--- src/rtl/ffba_pkg.sv ---
// ----------------------------------------------------------------------------
// ffba_pkg
// Shared constants and types of the first-fit bank allocator.
// ----------------------------------------------------------------------------
package ffba_pkg;

  localparam int NUM_BANKS  = 64;
  localparam int BANK_BYTES = 2048 * 64;
  localparam int OWNER_BITS = 8;

  // Fixed field widths of the request and result channels
  localparam int MODE_W   = 1;
  localparam int OWNER_W  = 8;
  localparam int SIZE_W   = 24;
  localparam int START_W  = 6;

  localparam int IDX_W    = $clog2(NUM_BANKS);
  // Width of the byte count covered by a run of every bank
  localparam int RUN_W    = $clog2(NUM_BANKS * BANK_BYTES + 1);
  localparam int CMP_W    = (RUN_W > SIZE_W) ? RUN_W : SIZE_W;

  localparam logic [MODE_W-1:0] MODE_ALLOC = 1'b0;
  localparam logic [MODE_W-1:0] MODE_FREE  = 1'b1;

  // Contents of one bank cell
  typedef struct packed {
    logic                  busy;
    logic                  tent;
    logic [OWNER_BITS-1:0] owner;
  } bank_t;

  // Controls broadcast to every cell
  typedef struct packed {
    logic                  shift;
    logic                  clr_tent;
    logic                  commit;
    logic                  keep;
    logic [OWNER_BITS-1:0] owner;
  } cell_ctrl_t;

endpackage

--- src/rtl/ffba_if.sv ---
// ----------------------------------------------------------------------------
// ffba_if
// Valid/ready channels for allocator requests and results.
// ----------------------------------------------------------------------------
interface ffba_req_if;
  logic                         valid;
  logic                         ready;
  logic [ffba_pkg::MODE_W-1:0]  mode;
  logic [ffba_pkg::OWNER_W-1:0] owner_id;
  logic [ffba_pkg::SIZE_W-1:0]  size_bytes;

  modport source (output valid, output mode, output owner_id, output size_bytes,
                  input ready);
  modport sink   (input valid, input mode, input owner_id, input size_bytes,
                  output ready);
endinterface

interface ffba_rsp_if;
  logic                         valid;
  logic                         ready;
  logic [ffba_pkg::START_W-1:0] start_bank;
  logic                         granted;

  modport source (output valid, output start_bank, output granted, input ready);
  modport sink   (input valid, input start_bank, input granted, output ready);
endinterface

--- src/rtl/first_fit_bank_allocator.sv ---
// ----------------------------------------------------------------------------
// first_fit_bank_allocator
// Bank-granular first-fit allocator built as a rotating ring of bank cells.
// ----------------------------------------------------------------------------
//  channel  | dir | payload                            | transaction
//  in_ch    | in  | mode, owner_id, size_bytes         | valid & ready
//  out_ch   | out | start_bank, granted                | valid & ready
//
//  Each request is accepted, then the ring rotates every bank past the head
//  scanner, then the tentative marks are committed and finally the result
//  register is loaded.
//  A new request is taken once the previous result is loaded; a stalled
//  result holds the next one in the result step only.
//  Synchronous reset frees every bank and clears every owner id.
// ----------------------------------------------------------------------------
module first_fit_bank_allocator (
  input  logic       clk,
  input  logic       rst_n,
  ffba_req_if.sink   in_ch,
  ffba_rsp_if.source out_ch
);
  import ffba_pkg::*;

  bank_t      bank_q [NUM_BANKS];
  bank_t      head_wr;
  cell_ctrl_t cell_ctrl;

  ffba_ctrl u_ctrl (
    .clk      (clk),
    .rst_n    (rst_n),
    .in_ch    (in_ch),
    .out_ch   (out_ch),
    .head_in  (bank_q[0]),
    .head_out (head_wr),
    .ctrl     (cell_ctrl)
  );

  // Cell 0 is the head; its edited contents wrap to the tail
  for (genvar i = 0; i < NUM_BANKS; i++) begin : g_cell
    if (i == NUM_BANKS - 1) begin : g_tail
      ffba_cell u_cell (
        .clk      (clk),
        .rst_n    (rst_n),
        .ctrl     (cell_ctrl),
        .bank_in  (head_wr),
        .bank_out (bank_q[i])
      );
    end else begin : g_body
      ffba_cell u_cell (
        .clk      (clk),
        .rst_n    (rst_n),
        .ctrl     (cell_ctrl),
        .bank_in  (bank_q[i+1]),
        .bank_out (bank_q[i])
      );
    end
  end

endmodule

--- src/rtl/ffba_cell.sv ---
// ----------------------------------------------------------------------------
// ffba_cell
// One bank of the ring: busy mark, tentative mark and owner id.
// ----------------------------------------------------------------------------
module ffba_cell (
  input  logic                 clk,
  input  logic                 rst_n,
  input  ffba_pkg::cell_ctrl_t ctrl,
  input  ffba_pkg::bank_t      bank_in,
  output ffba_pkg::bank_t      bank_out
);
  import ffba_pkg::*;

  bank_t bank_r;
  bank_t bank_nxt;

  always_comb begin
    bank_nxt = bank_r;
    if (ctrl.shift) begin
      bank_nxt      = bank_in;
      bank_nxt.tent = bank_in.tent & ~ctrl.clr_tent;
    end else if (ctrl.commit) begin
      // Promote a tentative bank to busy when the run was found
      if (bank_r.tent && ctrl.keep) begin
        bank_nxt.busy  = 1'b1;
        bank_nxt.owner = ctrl.owner;
      end
      bank_nxt.tent = 1'b0;
    end else if (ctrl.clr_tent) begin
      bank_nxt.tent = 1'b0;
    end
  end

  always_ff @(posedge clk) begin
    if (!rst_n) begin
      bank_r <= '0;
    end else begin
      bank_r <= bank_nxt;
    end
  end

  assign bank_out = bank_r;

endmodule

--- src/rtl/ffba_ctrl.sv ---
// ----------------------------------------------------------------------------
// ffba_ctrl
// Request sequencer and head-of-ring scan logic.
// ----------------------------------------------------------------------------
module ffba_ctrl (
  input  logic                 clk,
  input  logic                 rst_n,
  ffba_req_if.sink             in_ch,
  ffba_rsp_if.source           out_ch,
  input  ffba_pkg::bank_t      head_in,
  output ffba_pkg::bank_t      head_out,
  output ffba_pkg::cell_ctrl_t ctrl
);
  import ffba_pkg::*;

  localparam logic [1:0] S_IDLE   = 2'd0;
  localparam logic [1:0] S_SCAN   = 2'd1;
  localparam logic [1:0] S_COMMIT = 2'd2;
  localparam logic [1:0] S_RESULT = 2'd3;

  localparam logic [IDX_W-1:0] LAST_IDX = IDX_W'(NUM_BANKS - 1);
  localparam logic [CMP_W-1:0] BANK_INC = CMP_W'(BANK_BYTES);

  logic [1:0]            state_r, state_nxt;
  logic [MODE_W-1:0]     mode_r, mode_nxt;
  logic [OWNER_BITS-1:0] owner_r, owner_nxt;
  logic [CMP_W-1:0]      size_r, size_nxt;
  logic [CMP_W-1:0]      run_r, run_nxt;
  logic [IDX_W-1:0]      idx_r, idx_nxt;
  logic [IDX_W-1:0]      first_r, first_nxt;
  logic                  found_r, found_nxt;
  logic                  out_valid_r, out_valid_nxt;
  logic [START_W-1:0]    start_r, start_nxt;
  logic                  granted_r, granted_nxt;
  logic                  accept;
  logic                  slot_free;

  assign accept    = in_ch.valid && in_ch.ready;
  assign slot_free = !out_valid_r || out_ch.ready;

  always_comb begin
    state_nxt     = state_r;
    mode_nxt      = mode_r;
    owner_nxt     = owner_r;
    size_nxt      = size_r;
    run_nxt       = run_r;
    idx_nxt       = idx_r;
    first_nxt     = first_r;
    found_nxt     = found_r;
    out_valid_nxt = out_valid_r;
    start_nxt     = start_r;
    granted_nxt   = granted_r;
    head_out      = head_in;
    ctrl          = '0;
    ctrl.owner    = owner_r;
    ctrl.keep     = found_r && (mode_r == MODE_ALLOC);
    in_ch.ready   = (state_r == S_IDLE);

    if (out_valid_r && out_ch.ready) begin
      out_valid_nxt = 1'b0;
    end

    unique case (state_r)
      S_IDLE: begin
        if (accept) begin
          mode_nxt  = in_ch.mode;
          owner_nxt = OWNER_BITS'(in_ch.owner_id);
          // A zero size takes one bank
          size_nxt  = (in_ch.size_bytes == '0) ? CMP_W'(1) : CMP_W'(in_ch.size_bytes);
          run_nxt   = '0;
          idx_nxt   = '0;
          first_nxt = '0;
          found_nxt = 1'b0;
          state_nxt = S_SCAN;
        end
      end
      S_SCAN: begin
        ctrl.shift = 1'b1;
        if (mode_r == MODE_FREE) begin
          if (head_in.busy && head_in.owner == owner_r) begin
            head_out.busy  = 1'b0;
            head_out.owner = '0;
          end
        end else if (!found_r) begin
          if (head_in.busy) begin
            // Run broken: drop every tentative mark
            ctrl.clr_tent = 1'b1;
            run_nxt       = '0;
          end else begin
            head_out.tent = 1'b1;
            run_nxt       = run_r + BANK_INC;
            if (run_r == '0) begin
              first_nxt = idx_r;
            end
            if (run_nxt >= size_r) begin
              found_nxt = 1'b1;
            end
          end
        end
        idx_nxt = idx_r + 1'b1;
        if (idx_r == LAST_IDX) begin
          state_nxt = S_COMMIT;
        end
      end
      S_COMMIT: begin
        ctrl.commit = 1'b1;
        state_nxt   = S_RESULT;
      end
      S_RESULT: begin
        if (slot_free) begin
          out_valid_nxt = 1'b1;
          granted_nxt   = (mode_r == MODE_FREE) || found_r;
          start_nxt     = (mode_r == MODE_ALLOC && found_r) ? START_W'(first_r) : '0;
          state_nxt     = S_IDLE;
        end
      end
      default: begin
        state_nxt = S_IDLE;
      end
    endcase
  end

  always_ff @(posedge clk) begin
    if (!rst_n) begin
      state_r     <= S_IDLE;
      out_valid_r <= 1'b0;
    end else begin
      state_r     <= state_nxt;
      out_valid_r <= out_valid_nxt;
    end
  end

  always_ff @(posedge clk) begin
    mode_r    <= mode_nxt;
    owner_r   <= owner_nxt;
    size_r    <= size_nxt;
    run_r     <= run_nxt;
    idx_r     <= idx_nxt;
    first_r   <= first_nxt;
    found_r   <= found_nxt;
    start_r   <= start_nxt;
    granted_r <= granted_nxt;
  end

  assign out_ch.valid      = out_valid_r;
  assign out_ch.start_bank = start_r;
  assign out_ch.granted    = granted_r;

endmodule
--- src/flat_wrapper.sv ---
// flat-port wrapper written by rule: the top's interface ports become plain ports
module first_fit_bank_allocator_flat import ffba_pkg::*;
  (clk, rst_n, in_ch_valid, in_ch_mode, in_ch_owner_id, in_ch_size_bytes, in_ch_ready, out_ch_valid, out_ch_start_bank, out_ch_granted, out_ch_ready);
  ffba_req_if in_ch_i ();
  ffba_rsp_if out_ch_i ();
  input  logic clk;
  input  logic rst_n;
  input wire logic [$bits(in_ch_i.valid)-1:0] in_ch_valid;
  input wire logic [$bits(in_ch_i.mode)-1:0] in_ch_mode;
  input wire logic [$bits(in_ch_i.owner_id)-1:0] in_ch_owner_id;
  input wire logic [$bits(in_ch_i.size_bytes)-1:0] in_ch_size_bytes;
  output wire logic [$bits(in_ch_i.ready)-1:0] in_ch_ready;
  output wire logic [$bits(out_ch_i.valid)-1:0] out_ch_valid;
  output wire logic [$bits(out_ch_i.start_bank)-1:0] out_ch_start_bank;
  output wire logic [$bits(out_ch_i.granted)-1:0] out_ch_granted;
  input wire logic [$bits(out_ch_i.ready)-1:0] out_ch_ready;
  assign in_ch_i.valid = in_ch_valid;
  assign in_ch_i.mode = in_ch_mode;
  assign in_ch_i.owner_id = in_ch_owner_id;
  assign in_ch_i.size_bytes = in_ch_size_bytes;
  assign in_ch_ready = in_ch_i.ready;
  assign out_ch_valid = out_ch_i.valid;
  assign out_ch_start_bank = out_ch_i.start_bank;
  assign out_ch_granted = out_ch_i.granted;
  assign out_ch_i.ready = out_ch_ready;
  first_fit_bank_allocator u_core (.clk(clk), .rst_n(rst_n), .in_ch(in_ch_i), .out_ch(out_ch_i));
endmodule
--- config.mk ---
export PLATFORM = sky130hd
export DESIGN_NAME = first_fit_bank_allocator_flat
export DESIGN_NICKNAME = d
export VERILOG_FILES = /design/src/rtl/ffba_pkg.sv /design/src/rtl/ffba_if.sv /design/src/rtl/first_fit_bank_allocator.sv /design/src/rtl/ffba_cell.sv /design/src/rtl/ffba_ctrl.sv /design/src/flat_wrapper.sv
export SDC_FILE = /design/constraint.sdc
export NUM_CORES = 1
export LEC_CHECK = 0
export ABC_AREA = 1
export BUFFER_PORTS_ARGS = -buffer_cell sky130_fd_sc_hd__buf_2
export CAP_MARGIN = 15
export CORE_ASPECT_RATIO = 0.75
export CORE_MARGIN = 2
export CORE_UTILIZATION = 60
export CTS_CLUSTER_SIZE = 10
export DETAILED_ROUTE_END_ITERATION = 8
export HOLD_SLACK_MARGIN = 0.15
export PLACE_DENSITY = 0.77
export SYNTH_ARGS = -nofsm -noshare
export SYNTH_HDL_FRONTEND = slang
export SYNTH_SLANG_ARGS = --single-unit
--- constraint.sdc ---
create_clock -name clk -period 6.07 [get_ports clk]
set_clock_uncertainty 0.1 [all_clocks]
set_input_delay 1.214 -clock clk [delete_from_list [all_inputs] [get_ports clk]]
set_output_delay 1.214 -clock clk [all_outputs]
set_load 0.02 [all_outputs]
==> summary.md, run 1 <==
| Metric | Value |
|---|---|
| TritonRoute pass-1 iters | `5` |
| Final min period | `~3.6 ns` |
| Syn nets | `3431` |
| Skew-Pair Late Insertion Delay | `0.60 ns` |
| Initial DRC count | `approximately 2.4k` |
| RD Place Congestion | `approximately 0.9` |
| RSZ-0062 raised after global routing | `no` |
| Hold_buf cts | `0` |
| CP max stage delay | `0.77 ns` |
| CP startpoint kind | `flop` |
| Die W | `between 200 and 300 um` |
| Area grow syn2layout | `5.92%` |
| Post-CTS Setup Repair Bufs | `0` |
| Antenna violations before repair | `0` |
| Port bufs | `45` |
| Post-DRT Antenna Nets | `0` |
| Vias in the first global route | `21.6k` |
| CTS root buf | `clkbuf_16` |
| Per-cell routed wire length | `16.6 um` |
| Final WL | `between 60000 and 70000 um` |
| Share of cells above drive strength 1 | `9.76%` |
| Least-Margin Pin Slew | `1.12 ns` |
| Status | `finished, final reports clean` |
| Setup_tns | `0 ns` |
| # diodes | `0` |
| Mean Syn Cell Area | `~8.7 um^2` |
| Nets | `3277` |
| Power density over the cells | `542 nW/um^2` |
| Cell Area, Synth | `29200 um^2` |
| TritonCTS clock tree | `built` |
| Hold Fails Final Rpt | `0` |
| Fin. max-slew vios | `0` |
| YS warnings | `0` |
| Leakage | `12.1 nW` |
| Register area share after synthesis | `between 50% and 60%` |
| Grt ovf | `0` |
| CTS H-tree depth | `3` |
| Initial core utilization | `60.4%` |
| CP endpoint kind | `flop` |
| Core ar. | `48400 um^2` |
| CP delay by family, top | `buffers and inverters` |
| Peak supply drop | `~0.32 mV` |
| Rel. slew slack | `25.1%` |
| Post-route clock period utilization | `58.6%` |
| Synth unique cells | `40` |
| Remaining DRCs | `0` |
| CTS resizes | `0` |
| Clk sink count | `720` |
| Setup Viol. Count Final | `0` |
| Row count | `70` |
| CTS Buf Count | `between 80 and 90` |
| Vias | `23.3k` |
| Max Cap Viol | `0` |
| Slowest CP cell | `inv_2` |
| Data arrival, critical path | `around 4.0 ns` |
| I/O pins | `46` |
| CTS Buffer Depth | `3` |
| Largest net degree at the start of global routing | `a little over 200` |
| Die height | `around 200 um` |
| HPWL after detailed placement | `35500 um` |
| Register bit total from synthesis | `720` |
| CTS clock-pin slew for the worst setup and hold paths | `0.06 ns` |
| Util after Layout | `64.0%` |
| Crit path required time | `6.49 ns` |
| Cell count after placement | `3773` |
| Crit Path Class | `reg -> reg` |
| Crit-path max FO | `85` |
| First-pass GRT wire length | `108000 um` |
| Avg Vias per Cell | `6.02` |
| Share of the synthesized area in the top cell type | `44.0%` |
| Cells after Synth | `3364` |
| Fmax achieved | `0.281 GHz` |
| Hold crit path type | `reg -> reg` |
| Post-route insts no fill | `approximately 3.9k` |
| Area contributors post-synth | `dfxtp_1, a21oi_1, o21ai_0, edfxtp_1, nand2_1` |
| All-Layer GR Usage | `25.0%` |
| Die area | `slightly above 50000 um^2` |
| Worst-path cell chain | `inv_1 > ha_4 > nand2_8 > inv_2 > nand2_1 > inv_2 > nand2_1 > a21oi_1` |
| Area leader, netlist | `dfxtp_1` |
| WP buf/inv | `3` |
| Hold Slack | `0.374 ns` |
==> worst reg2reg max path, stage by stage, from the launching register on <==
cell,delay (ns)
dfxtp_1,0.42
inv_1,0.13
ha_4,0.67
nand2_8,0.58
inv_2,0.28
nand2_1,0.10
inv_2,0.77
nand2_1,0.24
a21oi_1,0.18
==> cells in the mapped netlist <==
cell type and n:
a21oi_2 24, o221ai_1 63, o21ai_1 49, buf_4 12, buf_12 2, o21bai_1 1
o22ai_1 1, a21oi_1 1072, o21ai_0 467, inv_2 7, nor3_1 5, a21boi_0 1
nor2_4 1, nor2_2 6, nand2_2 40, buf_2 82, nand3_1 21, inv_1 163
nand2_4 22, o21ai_2 6, a31oi_1 1, nor4_1 8, a21o_1 2, a31oi_4 1
dfxtp_1 643, clkinv_1 1, clkbuf_1 142, buf_6 63, xor2_1 5, nand3b_1 1
xnor2_1 1, nand2_1 215, nand3_2 49, buf_1 1, nor2_1 70, nand4_1 5
buf_8 3, a21boi_1 1, edfxtp_1 77, ha_1 30
==> report_power, final <==
group          switching [mW]  internal, mW
clock                    1.76          2.53
sequential              0.738          6.28
combinational            3.99          1.51
total                    6.49          10.3
==> sequential cells by signal (all words and copies together), names as in the netlist <==
register / flops
u_core.u_ctrl.state_r: 2
u_core.u_ctrl.first_r: 6
u_core.g_cell.g_tail.u_cell.bank_out: 10
u_core.u_ctrl.size_r: 24
u_core.u_ctrl.out_ch.granted: 1
u_core.u_ctrl.idx_r: 6
u_core.u_ctrl.run_r: 24
u_core.u_ctrl.out_ch.start_bank: 6
u_core.u_ctrl.out_ch.valid: 1
u_core.u_ctrl.mode_r: 1
u_core.u_ctrl.owner_r: 8
u_core.u_ctrl.found_r: 1
u_core.g_cell.g_body.u_cell.bank_out: 630
==> per-stage QoR <==
stage                     setup slack [ns]  power [mW]  instance area, um^2
after floorplan                       3.21        11.5                29200
after global placement                2.56        12.2                28700
after detailed placement              2.51        12.4                28700
after CTS                             2.49        16.7                30900
after global routing                  2.16        17.9                31000
final                                 2.52        16.8                31000
==> path summary, 6_finish.rpt <==
path              depth (start not counted)                                           to  slack (ns)                                   startpoint
setup / recovery                          8  u_core.g_cell[60].g_body.u_cell.bank_out[8]        2.52                     u_core.u_ctrl.state_r[0]
hold / removal                            2  u_core.g_cell[63].g_tail.u_cell.bank_out[9]        0.37  u_core.g_cell[63].g_tail.u_cell.bank_out[9]
setup reg to reg                          8  u_core.g_cell[60].g_body.u_cell.bank_out[8]        2.52                     u_core.u_ctrl.state_r[0]
hold reg to reg                           2  u_core.g_cell[63].g_tail.u_cell.bank_out[9]        0.37  u_core.g_cell[63].g_tail.u_cell.bank_out[9]
==> layer usage <==
layer | vias up | global-route usage (%) | wire, um
met3 | 108 | 4.45 | 4210
met1 | 10987 | 37.2 | 31000
li1 | 11478 | - | -
met2 | 748 | 36.8 | 27700
met5 | - | 0 | 0
met4 | 0 | 7.58 | 1310
==> kinds of logic after synthesis <==
family          count (synthesis)  synth area share, %
compound gates               1689                 30.2
xor+xnor                        6                0.180
fa+ha+maj                      30                 1.28
buf+inv                       476                 8.46
flops                         720                 51.9
simple gates                  443                 7.95
==> placed cells by master (no fill, tap or decap), types with 5 or more instances in the layout <==
cell / instances
inv_1: 162
nor2_1: 70
clkbuf_16: 87
nor3_1: 5
inv_2: 8
ha_1: 28
nand3_2: 49
o21ai_2: 6
nand2_2: 40
clkbuf_1: 11
nand4_1: 5
nand2_4: 21
buf_4: 20
nand2_1: 215
buf_2: 44
o21ai_0: 467
nand3_1: 21
o221ai_1: 63
o21ai_1: 49
dfxtp_1: 643
nor2_4: 7
xor2_1: 5
nor4_1: 8
a21oi_1: 1072
a21oi_2: 24
edfxtp_1: 77
==> cell type report <==
type	instances	area (um^2)
clock buffer	98	2220
clock inverter	1	8.76
fill	4000	17500
inverter	171	642
multi-input combinational	2168	11700
sequential	720	15200
tap	648	811
timing repair buffer	68	460
Power figures use the tool's default switching activity.
==> run 2: changes to the inputs <==
- clock period: 6.07 -> 3.6 ns (I/O delays scaled with it)
==> summary.md, run 2 (synthesis results as in run 1) <==
| Metric | Value |
|---|---|
| Remaining DRCs | `0` |
| Post-DRT Antenna Nets | `0` |
| CTS Buf Count | `82` |
| Vias | `between 20k and 25k` |
| Vias in the first global route | `approximately 22k` |
| Combinational share of power | `33.3%` |
| Die height | `195 um` |
| CTS clock-pin slew for the worst setup and hold paths | `0.05 ns` |
| Final WL | `about 67000 um` |
| Hold Fails Final Rpt | `0` |
| Peak supply drop | `1.35 mV` |
| Final Total Pwr | `28.6 mW` |
| Switch Pwr | `11.2 mW` |
| Cell count after placement | `3785` |
| CP startpoint kind | `flop` |
| TritonRoute pass-1 iters | `6` |
| Hold_buf cts | `0` |
| Post-CTS Setup Repair Bufs | `0` |
| RSZ-0062 raised after global routing | `no` |
| Initial core utilization | `60.4%` |
| All-Layer GR Usage | `between 20% and 30%` |
| Post-route clock period utilization | `75.0%` |
| CP endpoint kind | `flop` |
| Most common cell after layout, fill and taps aside | `a21oi_1` |
| Skew-Pair Late Insertion Delay | `0.61 ns` |
| Grt ovf | `0` |
| Initial DRC count | `2503` |
| Row count | `70` |
| Power density over the cells | `918 nW/um^2` |
| Util after Layout | `~64%` |
| I/O pins | `46` |
| Crit Path Class | `reg -> reg` |
| Rel. slew slack | `30.2%` |
| HPWL after detailed placement | `roughly 38000 um` |
| Max reg flops | `630` |
| Least-Margin Pin Slew | `approximately 1.0 ns` |
| Antenna violations before repair | `1` |
| Nets | `3288` |
| Crit path required time | `3.98 ns` |
| Avg Vias per Cell | `6.05` |
| CTS root buf | `clkbuf_16` |
| Status | `finished, final reports clean` |
| Area grow syn2layout | `6.40%` |
| Largest net degree at the start of global routing | `around 240` |
| Die W | `259 um` |
| Clk sink count | `720` |
| Crit-path max FO | `43` |
| Fmax achieved | `0.370 GHz` |
| Per-cell routed wire length | `17.2 um` |
| Setup_tns | `0 ns` |
| TritonCTS clock tree | `built` |
| RD Place Congestion | `approximately 0.83` |
| Port bufs | `45` |
| Int Power | `17.4 mW` |
| CTS H-tree depth | `3` |
| Sw Share | `39.0%` |
| Post-route insts no fill | `3885` |
| Core ar. | `48400 um^2` |
| Final Cell Area | `31100 um^2` |
| Placed Instance Area | `28900 um^2` |
| Final min period | `about 2.7 ns` |
| Fin. max-slew vios | `0` |
| First-pass GRT wire length | `between 100000 and 150000 um` |
| Share of cells above drive strength 1 | `10.0%` |
| CTS resizes | `0` |
| Power share of the clock group | `25.1%` |
| Data arrival, critical path | `between 3 and 4 ns` |
| CTS Buffer Depth | `3` |
| Max Cap Viol | `0` |
| Hold crit path type | `in -> reg` |
| Sequential share of power | `41.6%` |
| Leakage | `12.2 nW` |
| Setup Viol. Count Final | `0` |
| Die area | `50500 um^2` |
| Commonest non-fill, non-tap cells in the layout | `a21oi_1, dfxtp_1, o21ai_0` |
==> run 2: through the flow <==
| step | hold WS (ns) | setup WS (ns) |
|---|---|---|
| after global routing | 0.167 | 0.680 |
| after global placement | 0.358 | 1.05 |
| final | 0.190 | 0.899 |
| after detailed placement | 0.374 | 0.924 |
| after floorplan | 0.344 | 0.944 |
| after CTS | 0.161 | 0.901 |
==> run 2: power by group through the flow <==
stage | Combinational, mW | Sequential, mW | Clock, mW
2_1_floorplan | 7.84 | 11.5 | 0
3_3_place_gp | 8.88 | 11.9 | 0
3_5_place_dp | 9.31 | 11.9 | 0
4_1_cts | 9.41 | 11.8 | 7.28
5_1_grt | 10.6 | 12.1 | 7.60
6_report | 9.51 | 11.9 | 7.19
==> run 2: worst paths after layout <==
kind | start | endpoint | slack, ns | cells past startpoint
max | u_core.u_ctrl.state_r[1] | u_core.g_cell[52].g_body.u_cell.bank_out[4] | 0.90 | 7
max reg2reg | u_core.u_ctrl.state_r[1] | u_core.g_cell[52].g_body.u_cell.bank_out[4] | 0.90 | 7
min | in_ch_mode | u_core.u_ctrl.mode_r | 0.19 | 1
min reg2reg | u_core.g_cell[5].g_body.u_cell.bank_out[8] | u_core.g_cell[5].g_body.u_cell.bank_out[8] | 0.38 | 2
==> run 2: layer usage <==
metal  up-vias  wire (um)  GRT usage (%)
met1     11171      31800           38.1
li1      11488          -              -
met2       738      28900           38.8
met5         -          0              0
met4         0       1330           6.77
met3       109       4720           5.24
==> run 2: final cells by class <==
cell class | count | area [um^2]
multi-input cells | 2168 | 11700
flip-flops and latches | 720 | 15200
diodes | 1 | 2.50
well taps | 648 | 811
repair buffers | 78 | 633
clock inverters | 3 | 26.3
inverters | 171 | 642
fillers | 3874 | 17300
clock buffers | 96 | 2170
==> run 2: critical path, stage by stage, from the launching register on <==
cell and delay (ns):
dfxtp_1 0.35, inv_1 0.12, ha_4 0.32, nand2_8 0.36
buf_4 0.55, nand2_2 0.32, o21ai_0 0.29, a21oi_1 0.08
